[src/rtl/core/u8sc_pkg.sv]
// ----------------------------------------------------------------------------
// u8sc_pkg: shared types, constants and sequence judge for the UTF-8 sanitizer
// Holds the byte-class bounds, the result beat layout and the
// combinational judge that rules on the piece at the head of the window.
// ----------------------------------------------------------------------------
package u8sc_pkg;

   // byte class bounds
   localparam logic [7:0] PrintLo   = 8'h20;
   localparam logic [7:0] DelChar   = 8'h7f;
   localparam logic [7:0] Lead2Lo   = 8'hc2;
   localparam logic [7:0] Lead2Hi   = 8'hdf;
   localparam logic [7:0] Lead3Lo   = 8'he0;
   localparam logic [7:0] Lead3Hi   = 8'hef;
   localparam logic [7:0] Lead4Lo   = 8'hf0;
   localparam logic [7:0] Lead4Hi   = 8'hf4;
   localparam logic [7:0] AsciiTop  = 8'h80;
   localparam logic [7:0] ReplChar  = 8'h3f;   // '?'

   // code point bounds
   localparam logic [20:0] CpMax    = 21'h10ffff;
   localparam logic [20:0] SurrLo   = 21'h00d800;
   localparam logic [20:0] SurrHi   = 21'h00dfff;
   localparam logic [20:0] C1Lo     = 21'h000080;
   localparam logic [20:0] C1Hi     = 21'h00009f;
   localparam logic [20:0] Min2     = 21'h000080;
   localparam logic [20:0] Min3     = 21'h000800;
   localparam logic [20:0] Min4     = 21'h010000;

   localparam logic [1:0] ContTag   = 2'b10;

   // one result beat
   typedef struct packed {
      logic [7:0]  out_byte;
      logic        byte_present;
      logic        last_of_text;
      logic        was_truncated;
      logic [15:0] bytes_written;
   } u8sc_rsp_type;

   // verdict on the piece at the head of the window
   typedef struct packed {
      logic       hold;   // more bytes needed before a ruling
      logic [2:0] len;    // valid sequence length, 0 = reject one byte
   } u8sc_judge_type;

   function automatic u8sc_judge_type u8sc_judge(
      input logic [7:0] b0,
      input logic [7:0] b1,
      input logic [7:0] b2,
      input logic [7:0] b3,
      input logic [2:0] avail,
      input logic       at_end
   );
      logic [2:0]     need;
      logic [20:0]    cp;
      logic [20:0]    lo;
      logic           cont_ok;
      logic           bad;
      u8sc_judge_type j;

      priority if (b0 >= Lead2Lo && b0 <= Lead2Hi) begin
         need = 3'd2;
      end else if (b0 >= Lead3Lo && b0 <= Lead3Hi) begin
         need = 3'd3;
      end else if (b0 >= Lead4Lo && b0 <= Lead4Hi) begin
         need = 3'd4;
      end else begin
         need = 3'd1;
      end

      unique case (need)
         3'd2: begin
            cp = {10'd0, b0[4:0], b1[5:0]};
            lo = Min2;
         end
         3'd3: begin
            cp = {5'd0, b0[3:0], b1[5:0], b2[5:0]};
            lo = Min3;
         end
         3'd4: begin
            cp = {b0[2:0], b1[5:0], b2[5:0], b3[5:0]};
            lo = Min4;
         end
         default: begin
            cp = '0;
            lo = '0;
         end
      endcase

      cont_ok = (b1[7:6] == ContTag)
             && (need < 3'd3 || b2[7:6] == ContTag)
             && (need < 3'd4 || b3[7:6] == ContTag);

      bad = (need == 3'd1) || (need > avail) || !cont_ok
         || (cp < lo) || (cp > CpMax)
         || (cp >= SurrLo && cp <= SurrHi)
         || (cp >= C1Lo && cp <= C1Hi);

      j.hold = (need > avail) && !at_end;
      if (b0 < AsciiTop) begin
         j.len = (b0 >= PrintLo && b0 != DelChar) ? 3'd1 : 3'd0;
      end else if (bad) begin
         j.len = 3'd0;
      end else begin
         j.len = need;
      end
      return j;
   endfunction

endpackage

[src/rtl/core/utf8_sanitize_copy.sv]
// ----------------------------------------------------------------------------
// utf8_sanitize_copy: streaming UTF-8 sanitizer with capacity limit
// A byte accepted passes through the window (hold_ff) and the output register before its first result beat shows.
// Throughput: one result beat per cycle while the skid register is empty; plain ASCII takes one byte per cycle.
// Reset (synchronous, active high) clears window, counters, flag and capacity.
// ----------------------------------------------------------------------------
//
// Structure
//   - A four-byte window (hold_ff) keeps up to three lookahead bytes plus the
//     newest one. A working cycle judges the piece at the head of the
//     window, emits at most one result beat and shifts the window by one when it emits.
//   - A valid multi-byte sequence is judged once at its lead; its remaining
//     bytes then stream out under pass_ff without a second ruling.
//   - The last-of-text mark has to land on the final beat of the text. In an
//     end-of-text step a second judge looks at the piece after the one being
//     emitted: if the window runs dry, or that piece would not fit, this beat
//     is the final one (and carries the truncated flag in the second case).
//   - Results go to an output register backed by one skid register, so the
//     input side never waits on rsp_ready combinationally. A step may emit
//     up to four beats; the input stalls for the extra cycles of such a
//     step, and takes the next byte in the cycle the step finishes.
//   - Once truncated, bytes of the rest of the text are accepted and dropped;
//     the end-of-text byte then yields one status-only beat.
//   - The capacity register is written through csr_wr_en/csr_wr_data.

`default_nettype none

module utf8_sanitize_copy (
   input  wire logic        clock,
   input  wire logic        reset,

   // configuration
   input  wire logic        csr_wr_en,
   input  wire logic [15:0] csr_wr_data,

   // input beats
   input  wire logic        req_valid,
   output      logic        req_ready,
   input  wire logic [7:0]  req_text_byte,
   input  wire logic        req_end_of_text,

   // result beats
   output      logic        rsp_valid,
   input  wire logic        rsp_ready,
   output      logic [7:0]  rsp_out_byte,
   output      logic        rsp_byte_present,
   output      logic        rsp_last_of_text,
   output      logic        rsp_was_truncated,
   output      logic [15:0] rsp_bytes_written
);

   // ---------------------------------------------------------------- state
   logic [7:0]  hold_ff [4];      // byte window, head at index 0
   logic [7:0]  hold_in [4];
   logic [2:0]  cnt_ff, cnt_in;   // bytes in the window
   logic [1:0]  pass_ff, pass_in; // sequence bytes still to stream out
   logic        act_ff, act_in;   // a step is in progress
   logic        eot_ff, eot_in;   // the step in progress ends the text
   logic        trunc_ff, trunc_in;
   logic [15:0] used_ff, used_in;
   logic [15:0] cap_ff;

   // output register + skid
   logic                  out_vld_ff, out_vld_in;
   logic                  skid_vld_ff, skid_vld_in;
   u8sc_pkg::u8sc_rsp_type out_ff, out_in;
   u8sc_pkg::u8sc_rsp_type skid_ff, skid_in;

   // ---------------------------------------------------------------- step logic
   u8sc_pkg::u8sc_judge_type jc;  // piece at the head
   u8sc_pkg::u8sc_judge_type jn;  // piece after one shift (final-beat check)

   logic        can_emit;
   logic        go;
   logic [2:0]  cnt_sh;
   logic [15:0] used_plus;
   logic [2:0]  size_c, size_n;
   logic        over_c, over_n;
   logic        stop_n;
   logic        emit_now;
   logic [7:0]  emit_byte;
   logic [1:0]  pass_after;
   logic        produce;
   logic        step_done;
   logic        accept;
   u8sc_pkg::u8sc_rsp_type res;

   assign can_emit  = !skid_vld_ff;
   assign go        = act_ff && can_emit;
   assign cnt_sh    = cnt_ff - 3'd1;
   assign used_plus = used_ff + 16'd1;

   assign jc = u8sc_pkg::u8sc_judge(hold_ff[0], hold_ff[1], hold_ff[2], hold_ff[3],
                                    cnt_ff, eot_ff);
   assign jn = u8sc_pkg::u8sc_judge(hold_ff[1], hold_ff[2], hold_ff[3], 8'h00,
                                    cnt_sh, 1'b1);

   // a rejected byte still costs one output byte
   assign size_c = (jc.len == 3'd0) ? 3'd1 : jc.len;
   assign size_n = (jn.len == 3'd0) ? 3'd1 : jn.len;

   // used + size > capacity, also covers capacity rewritten below used
   assign over_c = ({2'b00, used_ff} + {15'd0, size_c}) > {2'b00, cap_ff};
   assign over_n = ({2'b00, used_plus} + {15'd0, size_n}) > {2'b00, cap_ff};

   // nothing more comes out of an end-of-text step after this beat
   assign stop_n = (cnt_sh == 3'd0) || over_n;

   always_comb begin
      hold_in    = hold_ff;
      cnt_in     = cnt_ff;
      pass_in    = pass_ff;
      trunc_in   = trunc_ff;
      used_in    = used_ff;
      eot_in     = eot_ff;
      act_in     = act_ff;
      emit_now   = 1'b0;
      emit_byte  = hold_ff[0];
      pass_after = 2'd0;
      produce    = 1'b0;
      step_done  = 1'b0;
      res        = '0;

      if (go) begin
         if (pass_ff != 2'd0) begin
            // tail of an already judged sequence
            emit_now   = 1'b1;
            pass_after = pass_ff - 2'd1;
         end else if (trunc_ff || cnt_ff == 3'd0) begin
            // only reached at end of text after truncation: status beat
            step_done = 1'b1;
            if (eot_ff) begin
               produce           = 1'b1;
               res.last_of_text  = 1'b1;
               res.was_truncated = trunc_ff;
               res.bytes_written = used_ff;
               cnt_in            = 3'd0;
               used_in           = '0;
               trunc_in          = 1'b0;
            end
         end else if (jc.hold) begin
            // lead waits for its continuation bytes
            step_done = 1'b1;
         end else if (over_c) begin
            // next piece does not fit: drop the rest of the text
            step_done = 1'b1;
            cnt_in    = 3'd0;
            trunc_in  = 1'b1;
            if (eot_ff) begin
               produce           = 1'b1;
               res.last_of_text  = 1'b1;
               res.was_truncated = 1'b1;
               res.bytes_written = used_ff;
               used_in           = '0;
               trunc_in          = 1'b0;
            end
         end else begin
            emit_now   = 1'b1;
            emit_byte  = (jc.len == 3'd0) ? u8sc_pkg::ReplChar : hold_ff[0];
            pass_after = (jc.len == 3'd0) ? 2'd0 : 2'(jc.len - 3'd1);
         end

         if (emit_now) begin
            produce           = 1'b1;
            res.out_byte      = emit_byte;
            res.byte_present  = 1'b1;
            res.bytes_written = used_plus;
            hold_in[0]        = hold_ff[1];
            hold_in[1]        = hold_ff[2];
            hold_in[2]        = hold_ff[3];
            cnt_in            = cnt_sh;
            used_in           = used_plus;
            pass_in           = pass_after;
            if (pass_after == 2'd0) begin
               if (eot_ff) begin
                  if (stop_n) begin
                     res.last_of_text  = 1'b1;
                     res.was_truncated = (cnt_sh != 3'd0);
                     step_done         = 1'b1;
                     cnt_in            = 3'd0;
                     used_in           = '0;
                     trunc_in          = 1'b0;
                  end
               end else if (cnt_sh == 3'd0) begin
                  step_done = 1'b1;
               end
            end
         end

         if (step_done) begin
            act_in = 1'b0;
         end
      end

      // new byte joins the window in the cycle the previous step finishes
      req_ready = !act_ff || step_done;
      accept    = req_valid && req_ready;
      if (accept) begin
         eot_in = req_end_of_text;
         if (trunc_in) begin
            // truncated text: drop the byte, only its end needs a beat
            act_in = req_end_of_text;
         end else begin
            hold_in[cnt_in[1:0]] = req_text_byte;
            cnt_in               = cnt_in + 3'd1;
            act_in               = 1'b1;
         end
      end
   end

   // ---------------------------------------------------------------- output stage
   always_comb begin
      out_in      = out_ff;
      skid_in     = skid_ff;
      out_vld_in  = out_vld_ff;
      skid_vld_in = skid_vld_ff;
      if (!out_vld_ff || rsp_ready) begin
         if (skid_vld_ff) begin
            out_in      = skid_ff;
            out_vld_in  = 1'b1;
            skid_vld_in = 1'b0;
         end else begin
            out_in     = res;
            out_vld_in = produce;
         end
      end else if (produce) begin
         skid_in     = res;
         skid_vld_in = 1'b1;
      end
   end

   assign rsp_valid         = out_vld_ff;
   assign rsp_out_byte      = out_ff.out_byte;
   assign rsp_byte_present  = out_ff.byte_present;
   assign rsp_last_of_text  = out_ff.last_of_text;
   assign rsp_was_truncated = out_ff.was_truncated;
   assign rsp_bytes_written = out_ff.bytes_written;

   // ---------------------------------------------------------------- registers
   always_ff @(posedge clock) begin
      if (reset) begin
         cnt_ff      <= '0;
         pass_ff     <= '0;
         act_ff      <= 1'b0;
         eot_ff      <= 1'b0;
         trunc_ff    <= 1'b0;
         used_ff     <= '0;
         cap_ff      <= '0;
         out_vld_ff  <= 1'b0;
         skid_vld_ff <= 1'b0;
      end else begin
         cnt_ff      <= cnt_in;
         pass_ff     <= pass_in;
         act_ff      <= act_in;
         eot_ff      <= eot_in;
         trunc_ff    <= trunc_in;
         used_ff     <= used_in;
         out_vld_ff  <= out_vld_in;
         skid_vld_ff <= skid_vld_in;
         if (csr_wr_en) begin
            cap_ff <= csr_wr_data;
         end
      end
   end

   // payload, no reset
   always_ff @(posedge clock) begin
      hold_ff <= hold_in;
      out_ff  <= out_in;
      skid_ff <= skid_in;
   end

   // ---------------------------------------------------------------- assertions
   a_skid_behind_out: assert property (@(posedge clock) disable iff (reset)
      skid_vld_ff |-> out_vld_ff)
      else $error("skid holds a beat while the output register is empty");

   a_idle_window: assert property (@(posedge clock) disable iff (reset)
      !act_ff |-> (pass_ff == 2'd0 && cnt_ff <= 3'd3))
      else $error("idle with a sequence in flight or an overfull window");

   a_pass_in_window: assert property (@(posedge clock) disable iff (reset)
      pass_ff != 2'd0 |-> ({1'b0, pass_ff} <= cnt_ff))
      else $error("sequence tail not held in the window");

   a_trunc_empty: assert property (@(posedge clock) disable iff (reset)
      trunc_ff |-> cnt_ff == 3'd0)
      else $error("window holds bytes after truncation");

endmodule

`default_nettype wire
[config.mk]
export PLATFORM = sky130hd
export DESIGN_NAME = utf8_sanitize_copy
export DESIGN_NICKNAME = d
export VERILOG_FILES = /design/src/rtl/core/u8sc_pkg.sv /design/src/rtl/core/utf8_sanitize_copy.sv
export SDC_FILE = /design/constraint.sdc
export NUM_CORES = 1
export LEC_CHECK = 0
export ABC_AREA = 1
export BUFFER_PORTS_ARGS = -buffer_cell sky130_fd_sc_hd__buf_2
export CORE_UTILIZATION = 35
export CTS_BUF_LIST = sky130_fd_sc_hd__clkbuf_16
export CTS_CLUSTER_SIZE = 10
export DETAILED_ROUTE_END_ITERATION = 10
export PLACE_DENSITY = 0.53
export SYNTH_ARGS = -nofsm -noshare
export SYNTH_HDL_FRONTEND = slang
export SYNTH_SLANG_ARGS = --single-unit
export TNS_END_PERCENT = 50
[constraint.sdc]
create_clock -name clock -period 7.6 [get_ports clock]
set_input_delay 0.38 -clock clock [delete_from_list [all_inputs] [get_ports clock]]
set_output_delay 0.38 -clock clock [all_outputs]
set_load 0.02 [all_outputs]
==> metrics.yaml <==
status:
  outcome: "finished, final reports clean"
critical_path:
  cp-end-kind: "flop"
  start_kind: "flop"
  r2r_cells: 46
  worstSetupPathType: "reg2reg"
  reg2reg_slack_ns: 0.70
  crit_required_ns: 7.74
  crit_path_frequent_cell: "nand2_1"
  worst-endpoint-arrival_ns: 7.03
  path_max_fanout: 8
  rr_startpoint: "hold_ff[16]"
  max_stage_delay_ns: 0.46
  cp_slowest_cell: "dfxtp_1"
sta:
  tightest_slew_ns: 0.779
  timing.final.crit_share: 0.907
  clock_skew_ns: 0.0124
  final_max_slew_viol_count: 0
  finalCriticalPeriod_ns: 6.90
  hold_viol: 0
  relSlewSlack: 0.474
  rsz0062_at_grt: "false"
  setup_viol: 0
  tns_ns: 0
  max_freq_mhz: 145
logic_synthesis:
  yosysMostFrequentCell: "nand2_1"
  synth_edf_count: 62
  yosys.area.top_type_share: 0.219
  ys_async_sr_fraction: 0
  synth_compound_area_frac: 0.162
  synthTopCellsByCount: "236 x nand2_1, 156 x inv_1, 114 x nor2_1"
  ys.flop_type: "dfxtp_1"
  ys_ff_latch: 128
  yosys_warnings: 0
  synth_area_leader_cell: "edfxtp_1"
  ys_types: 59
  yosysSeqAreaShare: 0.375
  synthesis.area_um2: 8490
  synth-xor-area-share: 0.0422
  avgSynthCellArea_um2: 7.68
  synth_top_family_by_area: "simple AND/OR/NAND/NOR gates"
  synthCells: 1106
  yosys.area_share.simple: 0.245
  synth_nets: 1192
  synthTopCellsByArea: "edfxtp_1 22%, dfxtp_1 16%, nand2_1 10%"
  synth.area.mux_share: 0
  synth_fa_ha_area_frac: 0.0843
grt:
  grt_max_degree: 67
  grt_pass1_wl_um: 38300
  grtUsageTotal: 0.202
  antenna_found_initial: 0
  global_route.overflow_total: 0
  grt_pass1_vias: 7116
cells_and_area:
  stdcell_count: 1500
  fin_util: 0.415
  area_growth_pct: 15.4
  fillCellCount: 2477
  final_area_um2: 9790
  n_antenna_cell: 0
  layout.nets: 1254
  final_layout_size_suffix_gt1_frac: 0.153
power:
  pwr_density_cell_nw_per_um2: 355
  power.total_mw: 3.48
  leakage_nw: 4.42
  vdd_drop_max_v: 0.000275
placement:
  portBuffers: 58
  place_area_um2: 9100
  dp_cells: 1462
  globalplace.congestion: 0.894
  dp_hpwl_um: 17500
routing:
  routedWlPerCell_um: 15.6
  antenna_left: 0
  wirelength_um: 23400
  drc_errors: 0
  drtPass1Iterations: 5
  dr.first_iter.drc_count: 440
  vias: 7358
  vias_per_cell: 4.91
clock_network:
  cts-root-buf: "clkbuf_16"
  clk_latency_ns: 0.43
  cts.sinks: 128
  clock_path_buffers: 2
  cts_buffers: 17
  cts_hold_buf: 0
  cts_htree_levels: 4
  cts_tree: "yes"
  clk_pin_slew_ns: 0.06
die:
  dieArea_um2: 24900
  die_w_um: 158
  rows: 56
  ios: 59
  core_um2: 23600
  die_y_um: 158
  initial_core_util: 0.360
min_path:
  min_path_cells: 1
  hold_class: "in2reg"
  holdCritStartpoint: "req_text_byte[6]"
run:
  cap_violations: 0
==> logic make-up (layout without fill, tap and decap cells) <==
| logic type | after synthesis | in the layout |
|---|---|---|
| AND/OR/NAND/NOR | 457 | 457 |
| buffers and inverters | 194 | 269 |
| flip-flops | 128 | 128 |
| AO/OA/AOI/OAI | 233 | 233 |
| other | 1 | 1 |
| XOR/XNOR | 37 | 37 |
| adder cells (fa/ha/maj) | 56 | 56 |
==> metal layers <==
metal  up-vias  wire length (um)  GRT usage
met1      3366             11300      0.268
met3        33               842     0.0331
met2       159             10600      0.327
met4         0               617     0.0767
met5         -                 0          0
li1       3800                 -          -
==> placed cells by master, fill, tap and decap left out, types with 12 or more instances in the layout <==
master and n:
nand2_1 236, inv_1 156, nor2_1 113, a21oi_1 81, o21ai_0 77, dfxtp_1 64, edfxtp_1 62, buf_2 58
ha_1 54, xor2_1 29, nand4_1 23, nand3_1 23, o21ai_2 20, clkbuf_16 17, buf_4 15, nor3_1 14
o21ai_1 12, o22ai_1 12
==> registers in the layout (all words and copies together) (netlist names), named ones only <==
signal,count
pass_ff,2
cap_ff,16
skid_ff,27
rsp_out_byte,8
act_ff,1
rsp_bytes_written,16
eot_ff,1
rsp_was_truncated,1
rsp_last_of_text,1
rsp_byte_present,1
cnt_ff,3
skid_vld_ff,1
hold_ff,24
trunc_ff,1
used_ff,16
rsp_valid,1
==> what timing repair did <==
| item | CTS | global route |
|---|---|---|
| resized for setup | 0 | 7 |
| setup endpoints to repair | 0 | 88 |
| endpoints found under the hold margin | 0 | 0 |
| setup buffers | 0 | 6 |
==> layout make-up <==
type                       count  area (um2)  area share
tap                          319         399      0.0408
clock buffer                  17         425      0.0434
timing repair buffer          74         423      0.0432
sequential                   128        3190       0.325
inverter                     163         617      0.0630
clock inverter                15         205      0.0210
multi-input combinational    784        4540       0.463
==> metrics by stage <==
step / hold WS (ns) / setup WS, ns
3_3_place_gp: 0.497 / 0.609
2_1_floorplan: 0.460 / 1.12
5_1_grt: 0.122 / 0.0108
6_report: 0.137 / 0.704
3_5_place_dp: 0.504 / 0.537
4_1_cts: 0.118 / 0.470
==> critical path, delay by kind of cell, from the launching register on <==
family / cells / cell delay [ns]
and+or+nand+nor: 26 / 2.52
adders and majority gates: 5 / 1.48
AOI/OAI and AO/OA: 8 / 1.20
buffers and inverters: 6 / 0.76
DFF: 1 / 0.46
xor gates and xnor gates: 1 / 0.15
==> how the worst max path moves through the flow <==
stage,endpoint,depth (start not counted),slack (ns),from
2_1_floorplan,flop,35,1.12,hold_ff[20]
3_3_place_gp,flop,45,0.61,hold_ff[20]
3_5_place_dp,flop,45,0.54,hold_ff[20]
4_1_cts,flop,45,0.47,hold_ff[20]
5_1_grt,flop,47,0.01,hold_ff[17]
6_report,flop,46,0.70,hold_ff[16]
==> where the power goes <==
group / total, mW / switching, mW / internal (mW)
sequential: 1.02 / 0.106 / 0.913
clock: 0.893 / 0.341 / 0.553
combinational: 1.57 / 1.10 / 0.468
(Power assumes the default switching activity.)
